[config.mk]
export PLATFORM = sky130hd
export DESIGN_NAME = led_command_line_parser_core
export DESIGN_NICKNAME = d
export VERILOG_FILES = /design/src/rtl/lclp_pkg.sv /design/src/rtl/led_command_line_parser_core.sv
export SDC_FILE = /design/constraint.sdc
export NUM_CORES = 1
export LEC_CHECK = 0
export BUFFER_PORTS_ARGS = -buffer_cell sky130_fd_sc_hd__buf_2
export CORE_MARGIN = 2
export CORE_UTILIZATION = 45
export DETAILED_ROUTE_END_ITERATION = 12
export PLACE_DENSITY = 0.63
export SYNTH_ARGS = -nofsm -noshare
export SYNTH_HDL_FRONTEND = slang
export SYNTH_SLANG_ARGS = --single-unit
[constraint.sdc]
create_clock -name clk -period 3.55 [get_ports clk]
set_input_delay 0.71 -clock clk [delete_from_list [all_inputs] [get_ports clk]]
set_output_delay 0.71 -clock clk [all_outputs]
set_load 0.005 [all_outputs]
[src/rtl/lclp_pkg.sv]
// ----------------------------------------------------------------------------
// lclp_pkg
// Shared types, sizes and character codes of the LED command line parser.
// ----------------------------------------------------------------------------
package lclp_pkg;

  localparam int LED_COUNT    = 16;
  localparam int NIBBLE_DEPTH = 32;

  localparam int STORE_ROWS = (NIBBLE_DEPTH + 1) / 2;
  localparam int ROW_W      = (STORE_ROWS > 1) ? $clog2(STORE_ROWS) : 1;
  localparam int LED_W      = (LED_COUNT > 1) ? $clog2(LED_COUNT) : 1;
  localparam int COUNT_W    = $clog2(NIBBLE_DEPTH + 2);
  localparam int SET_ALL_N  = (LED_COUNT < NIBBLE_DEPTH / 2) ? LED_COUNT : NIBBLE_DEPTH / 2;

  localparam logic [7:0] CH_S  = 8'h73;
  localparam logic [7:0] CH_R  = 8'h72;
  localparam logic [7:0] CH_LF = 8'h0A;
  localparam logic [7:0] CH_CR = 8'h0D;
  localparam logic [7:0] CH_0  = 8'h30;
  localparam logic [7:0] CH_9  = 8'h39;
  localparam logic [7:0] CH_A  = 8'h41;
  localparam logic [7:0] CH_F  = 8'h46;

  localparam logic KIND_CHAR   = 1'b0;
  localparam logic KIND_UPDATE = 1'b1;

  typedef struct packed {
    logic [7:0] rx_byte;
    logic       rx_error;
  } rx_word_t;

  typedef struct packed {
    logic       kind;
    logic [7:0] tx_char;
    logic [3:0] led_index;
    logic [3:0] green_level;
    logic [3:0] red_level;
    logic       last;
  } result_word_t;

  function automatic logic is_hex(input logic [7:0] c);
    return c inside {[CH_0:CH_9], [CH_A:CH_F]};
  endfunction

  function automatic logic [3:0] hex_nibble(input logic [7:0] c);
    logic [7:0] d;
    if (c <= CH_9) begin
      d = c - CH_0;
    end else begin
      d = c - CH_A + 8'd10;
    end
    return d[3:0];
  endfunction

  function automatic logic [7:0] hex_char(input logic [3:0] v);
    if (v <= 4'd9) begin
      return CH_0 + {4'd0, v};
    end
    return CH_A + {4'd0, v} - 8'd10;
  endfunction

endpackage

[src/rtl/led_command_line_parser_core.sv]
// ----------------------------------------------------------------------------
// led_command_line_parser_core
// Line command parser for LED settings: set and read commands over UART bytes.
// ----------------------------------------------------------------------------
// Input channel char_valid/char_ready/char_word carries one received byte and
// its line error flag; a byte with the error flag is dropped silently.
// Output channel result_valid/result_ready/result_word carries transmit
// characters and LED updates; every good byte ends with its own echo, which
// is marked by last.
// Each good byte passes to the echo state, which loads its echo into the
// output register; set-one first reads a second store row, read-one first
// reads the LED table. Set-all gives 16 updates + echo, read-all 32
// characters + echo. The result sequencer loads at most one word per cycle
// into the single output register while it is free, fed by registered memory reads.
// A new byte is taken once the echo of the previous one is loaded, even while
// that echo still waits at the output.
// When the receiver stalls the sequencer holds, and memory read data stays
// in its output register, so nothing is lost.
// Reset clears the parse mode, the nibble count and the LED table valid
// bits; the LED table reads as zero until written. No clearing pass.
// ----------------------------------------------------------------------------
module led_command_line_parser_core (
  input  logic                  clk,
  input  logic                  rst,
  input  logic                  char_valid,
  output logic                  char_ready,
  input  lclp_pkg::rx_word_t     char_word,
  output logic                  result_valid,
  input  logic                  result_ready,
  output lclp_pkg::result_word_t result_word
);

  typedef enum logic [1:0] {
    MODE_WAIT,
    MODE_SET,
    MODE_READ
  } mode_t;

  typedef enum logic [3:0] {
    ST_IDLE,
    ST_SET_ALL,
    ST_SET_ONE_A,
    ST_SET_ONE_B,
    ST_RD_ONE,
    ST_RD_G,
    ST_RD_R,
    ST_ECHO
  } state_t;

  state_t                           state, state_next;
  mode_t                            mode, mode_next;
  logic [lclp_pkg::COUNT_W-1:0]     count, count_next;
  logic [7:0]                       ch, ch_next;
  logic [lclp_pkg::LED_W-1:0]       led_i, led_i_next;
  logic [3:0]                       one_idx, one_idx_next;
  logic [3:0]                       one_g, one_g_next;
  logic                             zero_rd, zero_rd_next;
  logic                             rd_all, rd_all_next;
  logic                             result_valid_next;
  lclp_pkg::result_word_t           result_word_next;
  logic [lclp_pkg::LED_COUNT-1:0]   led_valid;

  logic [3:0] store_lo [lclp_pkg::STORE_ROWS];
  logic [3:0] store_hi [lclp_pkg::STORE_ROWS];
  logic [3:0] green_mem [lclp_pkg::LED_COUNT];
  logic [3:0] red_mem [lclp_pkg::LED_COUNT];

  logic                         store_we_lo, store_we_hi, store_re;
  logic [lclp_pkg::ROW_W-1:0]   store_wa, store_ra;
  logic [3:0]                   store_wd;
  logic [3:0]                   lo_q, hi_q;

  logic                         led_we, led_re;
  logic [lclp_pkg::LED_W-1:0]   led_wa, led_ra;
  logic [3:0]                   led_wg, led_wr;
  logic [3:0]                   g_q, r_q;
  logic                         v_q;

  logic       free;
  logic [7:0] c;
  logic       eol;
  logic       hv;
  logic [3:0] hval;
  logic       rd_ok;

  function automatic lclp_pkg::result_word_t mk_char(input logic [7:0] t, input logic lst);
    lclp_pkg::result_word_t w;
    w = '0;
    w.kind    = lclp_pkg::KIND_CHAR;
    w.tx_char = t;
    w.last    = lst;
    return w;
  endfunction

  function automatic lclp_pkg::result_word_t mk_update(input logic [3:0] idx,
                                                       input logic [3:0] g,
                                                       input logic [3:0] r);
    lclp_pkg::result_word_t w;
    w = '0;
    w.kind        = lclp_pkg::KIND_UPDATE;
    w.led_index   = idx;
    w.green_level = g;
    w.red_level   = r;
    return w;
  endfunction

  assign char_ready = (state == ST_IDLE);
  assign free       = !result_valid || result_ready;
  assign c          = char_word.rx_byte;
  assign eol        = c inside {lclp_pkg::CH_LF, lclp_pkg::CH_CR};
  assign hv         = lclp_pkg::is_hex(c);
  assign hval       = lclp_pkg::hex_nibble(c);
  assign rd_ok      = v_q && !zero_rd;

  always_comb begin
    state_next        = state;
    mode_next         = mode;
    count_next        = count;
    ch_next           = ch;
    led_i_next        = led_i;
    one_idx_next      = one_idx;
    one_g_next        = one_g;
    zero_rd_next      = zero_rd;
    rd_all_next       = rd_all;
    result_valid_next = result_valid && !result_ready;
    result_word_next  = result_word;
    store_we_lo       = 1'b0;
    store_we_hi       = 1'b0;
    store_wa          = '0;
    store_wd          = hval;
    store_re          = 1'b0;
    store_ra          = '0;
    led_we            = 1'b0;
    led_wa            = led_i;
    led_wg            = lo_q;
    led_wr            = hi_q;
    led_re            = 1'b0;
    led_ra            = '0;

    case (state)
      ST_IDLE: begin
        if (char_valid && !char_word.rx_error) begin
          ch_next      = c;
          state_next   = ST_ECHO;
          zero_rd_next = 1'b0;
          if (c == lclp_pkg::CH_S) begin
            mode_next  = MODE_SET;
            count_next = '0;
          end else if (c == lclp_pkg::CH_R) begin
            mode_next  = MODE_READ;
            count_next = '0;
          end else begin
            case (mode)
              MODE_SET: begin
                if (eol) begin
                  mode_next = MODE_WAIT;
                  if (count == lclp_pkg::COUNT_W'(lclp_pkg::NIBBLE_DEPTH)) begin
                    store_re   = 1'b1;
                    led_i_next = '0;
                    state_next = ST_SET_ALL;
                  end else if ((count == lclp_pkg::COUNT_W'(3)) &&
                               (lclp_pkg::NIBBLE_DEPTH >= 3)) begin
                    store_re   = 1'b1;
                    state_next = ST_SET_ONE_A;
                  end
                end else if (hv) begin
                  if (count < lclp_pkg::COUNT_W'(lclp_pkg::NIBBLE_DEPTH)) begin
                    store_wa    = lclp_pkg::ROW_W'(count >> 1);
                    store_we_lo = !count[0];
                    store_we_hi = count[0];
                  end
                  if (count < lclp_pkg::COUNT_W'(lclp_pkg::NIBBLE_DEPTH + 1)) begin
                    count_next = count + 1'b1;
                  end
                end
              end
              MODE_READ: begin
                if (eol) begin
                  if (count == lclp_pkg::COUNT_W'(1)) begin
                    store_re   = 1'b1;
                    mode_next  = MODE_WAIT;
                    state_next = ST_RD_ONE;
                  end else if (count == '0) begin
                    mode_next   = MODE_WAIT;
                    led_i_next  = '0;
                    rd_all_next = 1'b1;
                    led_re      = 1'b1;
                    state_next  = ST_RD_G;
                  end
                end else if (hv) begin
                  if (count == '0) begin
                    store_we_lo = 1'b1;
                  end
                  if (count < lclp_pkg::COUNT_W'(2)) begin
                    count_next = count + 1'b1;
                  end
                end else begin
                  mode_next = MODE_WAIT;
                end
              end
              default: ;
            endcase
          end
        end
      end
      ST_SET_ALL: begin
        if (free) begin
          result_valid_next = 1'b1;
          result_word_next  = mk_update(4'(led_i), lo_q, hi_q);
          led_we            = 1'b1;
          if (led_i == lclp_pkg::LED_W'(lclp_pkg::SET_ALL_N - 1)) begin
            state_next = ST_ECHO;
          end else begin
            led_i_next = led_i + 1'b1;
            store_re   = 1'b1;
            store_ra   = lclp_pkg::ROW_W'(32'(led_i) + 1);
          end
        end
      end
      ST_SET_ONE_A: begin
        one_idx_next = lo_q;
        one_g_next   = hi_q;
        store_re     = 1'b1;
        store_ra     = lclp_pkg::ROW_W'(1);
        state_next   = ST_SET_ONE_B;
      end
      ST_SET_ONE_B: begin
        if (32'(one_idx) < lclp_pkg::LED_COUNT) begin
          if (free) begin
            result_valid_next = 1'b1;
            result_word_next  = mk_update(one_idx, one_g, lo_q);
            led_we            = 1'b1;
            led_wa            = one_idx[lclp_pkg::LED_W-1:0];
            led_wg            = one_g;
            led_wr            = lo_q;
            state_next        = ST_ECHO;
          end
        end else begin
          state_next = ST_ECHO;
        end
      end
      ST_RD_ONE: begin
        rd_all_next = 1'b0;
        if (32'(lo_q) < lclp_pkg::LED_COUNT) begin
          led_re       = 1'b1;
          led_ra       = lo_q[lclp_pkg::LED_W-1:0];
          zero_rd_next = 1'b0;
        end else begin
          zero_rd_next = 1'b1;
        end
        state_next = ST_RD_G;
      end
      ST_RD_G: begin
        if (free) begin
          result_valid_next = 1'b1;
          result_word_next  = mk_char(lclp_pkg::hex_char(rd_ok ? g_q : 4'd0), 1'b0);
          state_next        = ST_RD_R;
        end
      end
      ST_RD_R: begin
        if (free) begin
          result_valid_next = 1'b1;
          result_word_next  = mk_char(lclp_pkg::hex_char(rd_ok ? r_q : 4'd0), 1'b0);
          if (rd_all && (led_i != lclp_pkg::LED_W'(lclp_pkg::LED_COUNT - 1))) begin
            led_i_next = led_i + 1'b1;
            led_re     = 1'b1;
            led_ra     = led_i + 1'b1;
            state_next = ST_RD_G;
          end else begin
            state_next = ST_ECHO;
          end
        end
      end
      ST_ECHO: begin
        if (free) begin
          result_valid_next = 1'b1;
          result_word_next  = mk_char(ch, 1'b1);
          state_next        = ST_IDLE;
        end
      end
      default: begin
        state_next = ST_IDLE;
      end
    endcase
  end

  always_ff @(posedge clk) begin
    if (rst) begin
      state        <= ST_IDLE;
      mode         <= MODE_WAIT;
      count        <= '0;
      result_valid <= 1'b0;
      led_valid    <= '0;
      zero_rd      <= 1'b0;
      rd_all       <= 1'b0;
    end else begin
      state        <= state_next;
      mode         <= mode_next;
      count        <= count_next;
      result_valid <= result_valid_next;
      zero_rd      <= zero_rd_next;
      rd_all       <= rd_all_next;
      if (led_we) begin
        led_valid[led_wa] <= 1'b1;
      end
    end
    ch          <= ch_next;
    led_i       <= led_i_next;
    one_idx     <= one_idx_next;
    one_g       <= one_g_next;
    result_word <= result_word_next;
  end

  always_ff @(posedge clk) begin
    if (store_we_lo) begin
      store_lo[store_wa] <= store_wd;
    end
    if (store_we_hi) begin
      store_hi[store_wa] <= store_wd;
    end
    if (store_re) begin
      lo_q <= store_lo[store_ra];
      hi_q <= store_hi[store_ra];
    end
  end

  always_ff @(posedge clk) begin
    if (led_we) begin
      green_mem[led_wa] <= led_wg;
      red_mem[led_wa]   <= led_wr;
    end
    if (led_re) begin
      g_q <= green_mem[led_ra];
      r_q <= red_mem[led_ra];
      v_q <= led_valid[led_ra];
    end
  end

  a_error_dropped: assert property (@(posedge clk) disable iff (rst)
    (char_valid && char_ready && char_word.rx_error) |=>
      (state == ST_IDLE) && $stable(mode) && $stable(count))
    else $error("error byte changed parser state");

  a_count_range: assert property (@(posedge clk) disable iff (rst)
    (state != ST_IDLE) |-> (count <= lclp_pkg::COUNT_W'(lclp_pkg::NIBBLE_DEPTH + 1)))
    else $error("nibble count past saturation");

  a_update_word: assert property (@(posedge clk) disable iff (rst)
    (result_valid && (result_word.kind == lclp_pkg::KIND_UPDATE)) |->
      (!result_word.last && (32'(result_word.led_index) < lclp_pkg::LED_COUNT)))
    else $error("bad LED update word");

  a_one_load: assert property (@(posedge clk) disable iff (rst)
    (char_valid && char_ready && !char_word.rx_error) |=> (state != ST_IDLE))
    else $error("accepted byte produced no echo sequence");

endmodule
==> flow_metrics.env, run 1 <==
export IMPL_slew_headroom_pct=34.1
export IMPL_seq_power_share_pct=44.0
export IMPL_netlist_area_mm2=0.0150
export IMPL_avgSynthCellArea_um2=13.1
export IMPL_grt_pass1_wl_mm=56.2
export IMPL_grt_usage_pct=20.7
export IMPL_syn_inst=1146
export IMPL_num_antenna_cells=0
export IMPL_slew_viol_final=0
export IMPL_drt_initial_drc_count=1128
export IMPL_finalWirelength_mm=36.6
export IMPL_coreArea_mm2=0.0327
export IMPL_clkSlewWorstSetupHoldPaths_ps=60
export IMPL_cts_buffer_depth=3
export IMPL_holdPathStages=1
export IMPL_post_cts_setup_buffer_count=0
export IMPL_slowest_stage="a222oi_1"
export IMPL_final_period_utilization_pct=87.9
export IMPL_critPathMaxStageDelay_ps=530
export IMPL_max_cap_violations=0
export IMPL_internal_power_mw=8.78
export IMPL_ys_seq_area_share_pct=66.8
export IMPL_outcome="finished, final reports clean"
export IMPL_cp_cell_sequence="ha_1 -> nand3_1 -> buf_4 -> nand3_1 -> nor2_2 -> buf_4 -> a222oi_1 -> o22ai_1 -> or4_1"
export IMPL_crit_arrival_ps=3380
export IMPL_fmax_mhz=320
export IMPL_root_buffer="clkbuf_16"
export IMPL_fin_crit_ps=3120
export IMPL_fin_cells=1678
export IMPL_htreeDepth=2
export IMPL_reg2reg_depth=9
export IMPL_grt_max_degree=55
export IMPL_vias=9941
export IMPL_p_clk_share_pct=30.7
export IMPL_worstPathRequired_ps=3810
export IMPL_via_per_inst=5.92
export IMPL_dp_hpwl_mm=24.0
export IMPL_firstDrtPassIters=7
export IMPL_grt_pass1_vias=9541
export IMPL_ys_warn_count=0
export IMPL_rsz0062_at_grt="false"
export IMPL_start_util_pct=45.9
export IMPL_finalSetupViolations=0
export IMPL_leakagePower_nw=5.85
export IMPL_crit_type="reg -> reg"
export IMPL_die_x_um=187
export IMPL_dieHeight_um=187
export IMPL_final_antenna_net_count=0
export IMPL_cp_start_kind="flip-flop"
export IMPL_num_io_pins=37
export IMPL_async_flop_share_pct=0
export IMPL_ys_types=80
export IMPL_skew_ps=20.2
export IMPL_ctsHoldBuffers=0
export IMPL_tritoncts="done"
export IMPL_syn_to_final_growth_pct=14.3
export IMPL_synthTopCellsByArea="edfxtp_1 (63%), dfxtp_1 (3.9%), nand2_1 (2.7%), a21oi_1 (2.2%), nor2_1 (2.1%)"
export IMPL_path_max_fanout=32
export IMPL_globalplace_congestion=0.848
export IMPL_drc=0
export IMPL_fin_setup_tns_ps=0
export IMPL_synth_main_ff_cell="edfxtp_1"
export IMPL_synth_enable_flop_cells=315
export IMPL_cts_resized=0
export IMPL_routedWlPerCell_um=21.8
export IMPL_clk_latency_ps=520
export IMPL_cts_buffers=37
export IMPL_die_area_mm2=0.0349
export IMPL_synth_fp_nets=1174
export IMPL_port_buffers=36
export IMPL_drive_gt1_share_pct=15.4
export IMPL_cts_num_sinks=344
export IMPL_p_switching_mw=3.97
export IMPL_rows=66
export IMPL_power_frac_comb_pct=25.4
export IMPL_finish_net_count=1236
export IMPL_switching_share_pct=31.1
export IMPL_power_density_mw_per_mm2=742
export IMPL_crit_path_end_kind="flip-flop"
export IMPL_synth_top_cell_area_share_pct=63.0
export IMPL_synth_top_cell_by_area="edfxtp_1"
export IMPL_antenna_found_initial=0
export IMPL_grt_overflow=0
export IMPL_tightest_slew_ps=987
export IMPL_irDropWorstVdd_mv=0.327
export IMPL_dp_cells=1611
export IMPL_worstHoldPathType="in -> reg"
export IMPL_ys_seq_elements=344
export IMPL_hold_viol=0
==> layout make-up <==
cell class	instances	area, µm²
Clock buffer	47	1000
Fill cell	2786	15500
Timing Repair Buffer	91	631
Multi-Input combinational cell	715	4650
Clock inverter	20	231
Inverter	19	71.3
Sequential cell	344	10000
Tap cell	442	553
==> final timing paths <==
path	start	to	slack [ps]
worst max-delay path	led_i[1]	hi_q[3]	430
worst min-delay path	char_word[7]	ch[6]	420
worst max register to register	led_i[1]	hi_q[3]	430
worst min register to register	led_valid[9]	led_valid[9]	480
==> cells in the mapped netlist, types with 5 or more instances <==
cell        n
edfxtp_1  315
nand2_1   109
nor2_1     86
a21oi_1    66
nand3_1    54
o21ai_0    44
clkbuf_1   37
dfxtp_1    29
mux2i_1    27
buf_2      23
o22ai_1    20
a32oi_1    18
inv_1      18
mux2_2     18
a222oi_1   16
ha_1       15
a22o_1     14
nand4_1    12
nor3_1     12
o211ai_1   12
and2_1     11
and3_1     11
a211o_1    10
a311oi_1   10
nor2b_1    10
xnor2_1    10
a221o_1     9
a32o_1      9
or4_1       9
mux2_1      8
nor3b_1     7
nand2b_1    6
o31ai_1     6
a211oi_1    5
a31oi_1     5
buf_1       5
o21a_1      5
==> flip-flops by register name, indices dropped and copies added (netlist names), 6 cells and up <==
register,flops
ch,8
count,6
green_mem,64
led_valid,16
red_mem,64
result_word,22
store_hi,64
store_lo,64
==> critical path: cells and delay by family, from the launching register on <==
kind                       cells  cell delay, ps
AOI/OAI and AO/OA              2             740
adders and majority gates      1             220
buffers and inverters          2             520
DFF                            1             450
and+or+nand+nor                4             920
==> stage by stage <==
step           power (mW)  hold WS (ps)  instance area (µm²)  worst slack [ps]  util (%)
2_1_floorplan        7.59           424                15000               641         -
3_3_place_gp         8.85           443                15900               398      48.7
3_5_place_dp         8.90           457                15900               303      48.7
4_1_cts              12.8           404                17200               524      52.5
5_1_grt              13.3           410                17200               326      52.5
6_report             12.7           420                17200               428      52.5
==> logic make-up (layout without fill, tap and decap cells) <==
family | after synthesis | in the layout | synth area share [%]
fa+ha+maj | 15 | 15 | 1.25
mux | 53 | 53 | 3.75
compound gates | 277 | 277 | 13.2
flops | 344 | 344 | 66.8
xor+xnor | 13 | 13 | 0.758
buf+inv | 87 | 177 | 2.47
simple gates | 357 | 357 | 11.7
==> placed cells by master (no fill, tap or decap), types with 9 or more instances in the layout <==
cell | netlist | layout
a211o_1 | 10 | 10
a21oi_1 | 66 | 66
a221o_1 | 9 | 9
a222oi_1 | 16 | 16
a22o_1 | 14 | 14
a311oi_1 | 10 | 10
a32o_1 | 9 | 9
a32oi_1 | 18 | 18
and2_1 | 11 | 11
and3_1 | 11 | 11
buf_2 | 23 | 36
buf_4 | 2 | 52
clkbuf_16 | 0 | 37
dfxtp_1 | 29 | 29
edfxtp_1 | 315 | 315
ha_1 | 15 | 15
inv_1 | 18 | 18
mux2_2 | 18 | 18
mux2i_1 | 27 | 27
nand2_1 | 109 | 109
nand3_1 | 54 | 54
nand4_1 | 12 | 12
nor2_1 | 86 | 83
nor2b_1 | 10 | 10
nor3_1 | 12 | 12
o211ai_1 | 12 | 12
o21ai_0 | 44 | 43
o22ai_1 | 20 | 20
or4_1 | 9 | 9
==> power by group through the flow <==
stage | registers (mW) | logic, mW | clock network [mW]
floorplan | 5.54 | 2.05 | 0
global placement | 5.68 | 3.17 | 0
detailed placement | 5.68 | 3.21 | 0
CTS | 5.60 | 3.22 | 3.96
global route | 5.65 | 3.51 | 4.11
finish | 5.60 | 3.24 | 3.91
==> per-layer routing <==
metal | vias to the layer above | track usage, % | share of wire, %
li1 | 4598 | - | -
met1 | 4854 | 30.1 | 45
met2 | 429 | 31.8 | 45
met4 | 0 | 5.40 | 2.2
met5 | - | 0 | 0
met3 | 60 | 4.12 | 8.0
(Power assumes the default switching activity.)
==> inputs of run 2 (changes only) <==
--- a/config.mk
+++ b/config.mk
@@ -6,7 +6,7 @@
 export NUM_CORES = 1
 export LEC_CHECK = 0
 export BUFFER_PORTS_ARGS = -buffer_cell sky130_fd_sc_hd__buf_2
-export CORE_MARGIN = 2
+export CORE_MARGIN = 3
 export CORE_UTILIZATION = 45
 export DETAILED_ROUTE_END_ITERATION = 12
 export PLACE_DENSITY = 0.63
==> flow_metrics.env, run 2 (same netlist as run 1, synthesis figures left out) <==
export IMPL_outcome="finished, final reports clean"
export IMPL_globalplace_congestion=0.868
export IMPL_layout_commonest_cell="edfxtp_1"
export IMPL_start_util_pct=45.9
export IMPL_via_per_inst=5.97
export IMPL_die_x_um=189
export IMPL_clk_latency_ps=520
export IMPL_hold_viol=0
export IMPL_die_area_mm2=0.0356
export IMPL_num_antenna_cells=0
export IMPL_final_util_pct=52.4
export IMPL_fin_area_mm2=0.0171
export IMPL_ctsHoldBuffers=0
export IMPL_slowest_stage="a222oi_1"
export IMPL_cts_buffers=36
export IMPL_grt_pass1_wl_mm=56.2
export IMPL_grt_usage_pct=20.3
export IMPL_slew_headroom_pct=28.9
export IMPL_crit_arrival_ps=3340
export IMPL_worstHoldPathType="in -> reg"
export IMPL_finalWirelength_mm=36.7
export IMPL_cp_start_kind="flip-flop"
export IMPL_clkSlewWorstSetupHoldPaths_ps=60
export IMPL_syn_to_final_growth_pct=14.0
export IMPL_htreeDepth=2
export IMPL_dieHeight_um=189
export IMPL_dp_slack_ps=315
export IMPL_rows=66
export IMPL_cts_num_sinks=344
export IMPL_finalSetupViolations=0
export IMPL_power_mw=12.6
export IMPL_grt_pass1_vias=9390
export IMPL_skew_ps=20.0
export IMPL_slew_viol_final=0
export IMPL_fin_crit_ps=3090
export IMPL_finish_net_count=1236
export IMPL_fin_setup_tns_ps=0
export IMPL_drc=0
export IMPL_final_period_utilization_pct=87.1
export IMPL_root_buffer="clkbuf_16"
export IMPL_rsz0062_at_grt="false"
export IMPL_grt_overflow=0
export IMPL_grt_max_degree=38
export IMPL_crit_type="reg -> reg"
export IMPL_cts_resized=0
export IMPL_dp_hpwl_mm=24.1
export IMPL_irDropWorstVdd_mv=0.370
export IMPL_fmax_mhz=323
export IMPL_tightest_slew_ps=1060
export IMPL_layout_common_cells="edfxtp_1 (315), nand2_1 (109), nor2_1 (83), a21oi_1 (66)"
export IMPL_finalWorstSetupSlack_ps=457
export IMPL_path_max_fanout=16
export IMPL_crit_path_end_kind="flip-flop"
export IMPL_drive_gt1_share_pct=15.1
export IMPL_cts_buffer_depth=3
export IMPL_firstDrtPassIters=5
export IMPL_placed_area_mm2=0.0159
export IMPL_tritoncts="done"
export IMPL_num_io_pins=37
export IMPL_cp_cell_sequence="ha_1 -> nand3_1 -> a31oi_2 -> a222oi_1 -> o22ai_1 -> or4_1"
export IMPL_max_cap_violations=0
export IMPL_drt_initial_drc_count=1147
export IMPL_antenna_found_initial=0
export IMPL_coreArea_mm2=0.0327
export IMPL_post_cts_setup_buffer_count=0
export IMPL_port_buffers=36
export IMPL_critPathMaxStageDelay_ps=630
export IMPL_power_density_mw_per_mm2=738
export IMPL_worstPathRequired_ps=3800
export IMPL_leakagePower_nw=5.83
export IMPL_vias=10000
export IMPL_routedWlPerCell_um=21.9
export IMPL_final_antenna_net_count=0
run 2: layer usage:
layer,wire (µm),vias to the layer above,GRT usage (%)
li1,-,4584,-
met1,17100,4971,31.0
met2,16300,411,30.4
met3,2690,47,3.44
met4,664,0,4.70
met5,0,-,0
run 2: final cells by class:
cell class | count | area (µm²)
Fill cell | 2727 | 15600
Multi-Input combinational cell | 715 | 4650
Tap cell | 442 | 553
Sequential cell | 344 | 10000
Clock inverter | 18 | 218
Clock buffer | 47 | 973
Timing Repair Buffer | 92 | 626
Inverter | 19 | 71.3
run 2: power by group:
part / internal, mW / switching [mW] / leakage [nW]
Combinational: 1.10 / 2.12 / 2.16
Sequential: 5.31 / 0.318 / 3.10
Clock: 2.30 / 1.49 / 0.579
Total: 8.71 / 3.93 / 5.83
run 2: final timing paths:
kind / from / end / slack [ps] / cells past startpoint
max reg2reg: led_i[1] / lo_q[2] / 460 / 6
min: char_word[8] / ch[7] / 420 / 1
min reg2reg: led_valid[9] / led_valid[9] / 470 / 2
max: led_i[1] / lo_q[2] / 460 / 6
run 2: worst max-delay path, delay by kind of cell, from the launching register on:
family          cells  cell delay [ps]
compound gates      3             1260
fa+ha+maj           1              260
flops               1              480
simple gates        2              820
run 2: metrics by stage:
stage	std cells	hold slack (ps)
global route	1677	412
global placement	1612	445
finish	1677	416
detailed placement	1612	455
CTS	1677	406
floorplan	1146	424
==> inputs of run 3 (changes only) <==
--- a/config.mk
+++ b/config.mk
@@ -6,10 +6,11 @@
 export NUM_CORES = 1
 export LEC_CHECK = 0
 export BUFFER_PORTS_ARGS = -buffer_cell sky130_fd_sc_hd__buf_2
+export CAP_MARGIN = 5
 export CORE_MARGIN = 3
-export CORE_UTILIZATION = 45
+export CORE_UTILIZATION = 50
 export DETAILED_ROUTE_END_ITERATION = 12
-export PLACE_DENSITY = 0.63
+export PLACE_DENSITY = 0.68
 export SYNTH_ARGS = -nofsm -noshare
 export SYNTH_HDL_FRONTEND = slang
 export SYNTH_SLANG_ARGS = --single-unit
==> constraint.sdc (replaced) <==
create_clock -name clk -period 3.55 [get_ports clk]
set_input_delay 0.5325 -clock clk [delete_from_list [all_inputs] [get_ports clk]]
set_output_delay 0.5325 -clock clk [all_outputs]
set_load 0.005 [all_outputs]
==> flow_metrics.env, run 3 (same netlist as run 1, synthesis figures left out) <==
export IMPL_fin_crit_ps=3260
export IMPL_slew_viol_final=0
export IMPL_clk_latency_ps=530
export IMPL_holdPathStages=1
export IMPL_coreArea_mm2=0.0292
export IMPL_fin_cells=1611
export IMPL_cts_resized=0
export IMPL_finalWirelength_mm=35.6
export IMPL_power_mw=12.4
export IMPL_r2r_slack_ps=290
export IMPL_fmax_mhz=307
export IMPL_tightest_slew_ps=1250
export IMPL_reg2reg_depth=6
export IMPL_skew_ps=26.6
export IMPL_multi_input_area_mm2=0.00465
export IMPL_drt_initial_drc_count=1242
export IMPL_finish_net_count=1226
export IMPL_crit_arrival_ps=3420
export IMPL_routedWlPerCell_um=22.1
export IMPL_via_per_inst=6.23
export IMPL_timing_rr_start="state[0]"
export IMPL_cts_buffers=37
export IMPL_hold_ws_ps=252
export IMPL_crit_type="reg -> reg"
export IMPL_root_buffer="clkbuf_16"
export IMPL_layout_commonest_cell="edfxtp_1"
export IMPL_slew_headroom_pct=16.2
export IMPL_die_x_um=179
export IMPL_drc=0
export IMPL_num_antenna_cells=0
export IMPL_worstHoldPathType="in -> reg"
export IMPL_crit_path_end_kind="flip-flop"
export IMPL_dieHeight_um=179
export IMPL_grt_pass1_wl_mm=54.6
export IMPL_hold_viol=0
export IMPL_dp_hpwl_mm=23.5
export IMPL_cts_buffer_depth=3
export IMPL_grt_overflow=0
export IMPL_firstDrtPassIters=7
export IMPL_final_period_utilization_pct=91.8
export IMPL_fin_setup_tns_ps=0
export IMPL_clkSlewWorstSetupHoldPaths_ps=50
export IMPL_seqCellArea_mm2=0.0100
export IMPL_vias=10000
export IMPL_finalSetupViolations=0
export IMPL_cp_start_kind="flip-flop"
export IMPL_antenna_found_initial=0
export IMPL_power_density_mw_per_mm2=729
export IMPL_tritoncts="done"
export IMPL_path_max_fanout=19
export IMPL_num_io_pins=37
export IMPL_grt_pass1_vias=9402
export IMPL_rsz0062_at_grt="false"
export IMPL_port_buffers=36
export IMPL_drive_gt1_share_pct=14.3
export IMPL_final_util_pct=58.2
export IMPL_ctsHoldBuffers=0
export IMPL_final_fill_count=2290
export IMPL_post_cts_setup_buffer_count=0
export IMPL_globalplace_congestion=0.904
export IMPL_irDropWorstVdd_mv=0.332
export IMPL_outcome="finished, final reports clean"
export IMPL_start_util_pct=51.5
export IMPL_cts_num_sinks=344
export IMPL_grt_usage_pct=22.0
export IMPL_dp_cells=1543
export IMPL_leakagePower_nw=5.77
export IMPL_grt_max_degree=47
export IMPL_syn_to_final_growth_pct=12.9
export IMPL_layout_common_cells="edfxtp_1 (315), nand2_1 (109), nor2_1 (83), a21oi_1 (66), nand3_1 (54)"
export IMPL_htreeDepth=2
export IMPL_worstPathRequired_ps=3710
export IMPL_hold_path_end="ch[6]"
export IMPL_die_area_mm2=0.0322
export IMPL_rows=62
export IMPL_hold_path_startpoint="char_word[7]"
export IMPL_r2r_end="store_hi[8][2]"
export IMPL_final_antenna_net_count=0
export IMPL_max_cap_violations=0
run 3: changes by cell type in the layout (fill, tap and decap cells not counted), sizes merged:
cell / before / now
bufinv: 5 / 1
inv: 21 / 20
buf: 92 / 81
clkbuf: 47 / 57
clkinv: 10 / 8
run 3: per-layer routing:
metal / track usage [%] / up-vias / part of all wire [%]
li1: - / 4571 / -
met1: 33.9 / 4949 / 45
met2: 33.2 / 466 / 45
met3: 3.54 / 47 / 8.3
met4: 4.83 / 0 / 1.5
met5: 0 / - / 0
run 3: worst max-delay path, cell delays in order (launching register included):
cell and delay, ps:
dfxtp_1 490, nor3_2 420, nand3b_1 290, nor4_1 520
nor2b_1 380, nand3_1 240, nor3_1 550
run 3: worst max-delay path by stage:
stage | slack [ps] | depth (start not counted) | startpoint | to
floorplan | 820 | 6 | char_word[1] | store_hi[0][2]
global placement | 360 | 10 | char_word[1] | store_lo[9][3]
detailed placement | 270 | 10 | char_word[1] | store_lo[9][2]
CTS | 360 | 7 | state[0] | store_lo[4][1]
global route | 60 | 7 | state[0] | store_lo[4][3]
finish | 290 | 6 | state[0] | store_hi[8][2]
run 3: cell type report:
class	count	share of cell area (%)
Sequential cell	344	59.2
Clock buffer	57	6.26
Inverter	19	0.420
Clock inverter	11	0.634
Tap cell	384	2.83
Multi-Input combinational cell	715	27.4
Timing Repair Buffer	81	3.28
run 3: report_power, final:
group,switching [mW],internal (mW),total (mW)
Clock,1.50,2.15,3.65
Combinational,2.03,1.07,3.11
Sequential,0.300,5.31,5.61
Total,3.84,8.53,12.4
run 3: stage by stage:
stage	worst slack (ps)	instance area [µm²]
after global placement	363	15800
after floorplan	819	15000
final	292	17000
after global routing	57.4	17000
after CTS	356	17000
after detailed placement	271	15800
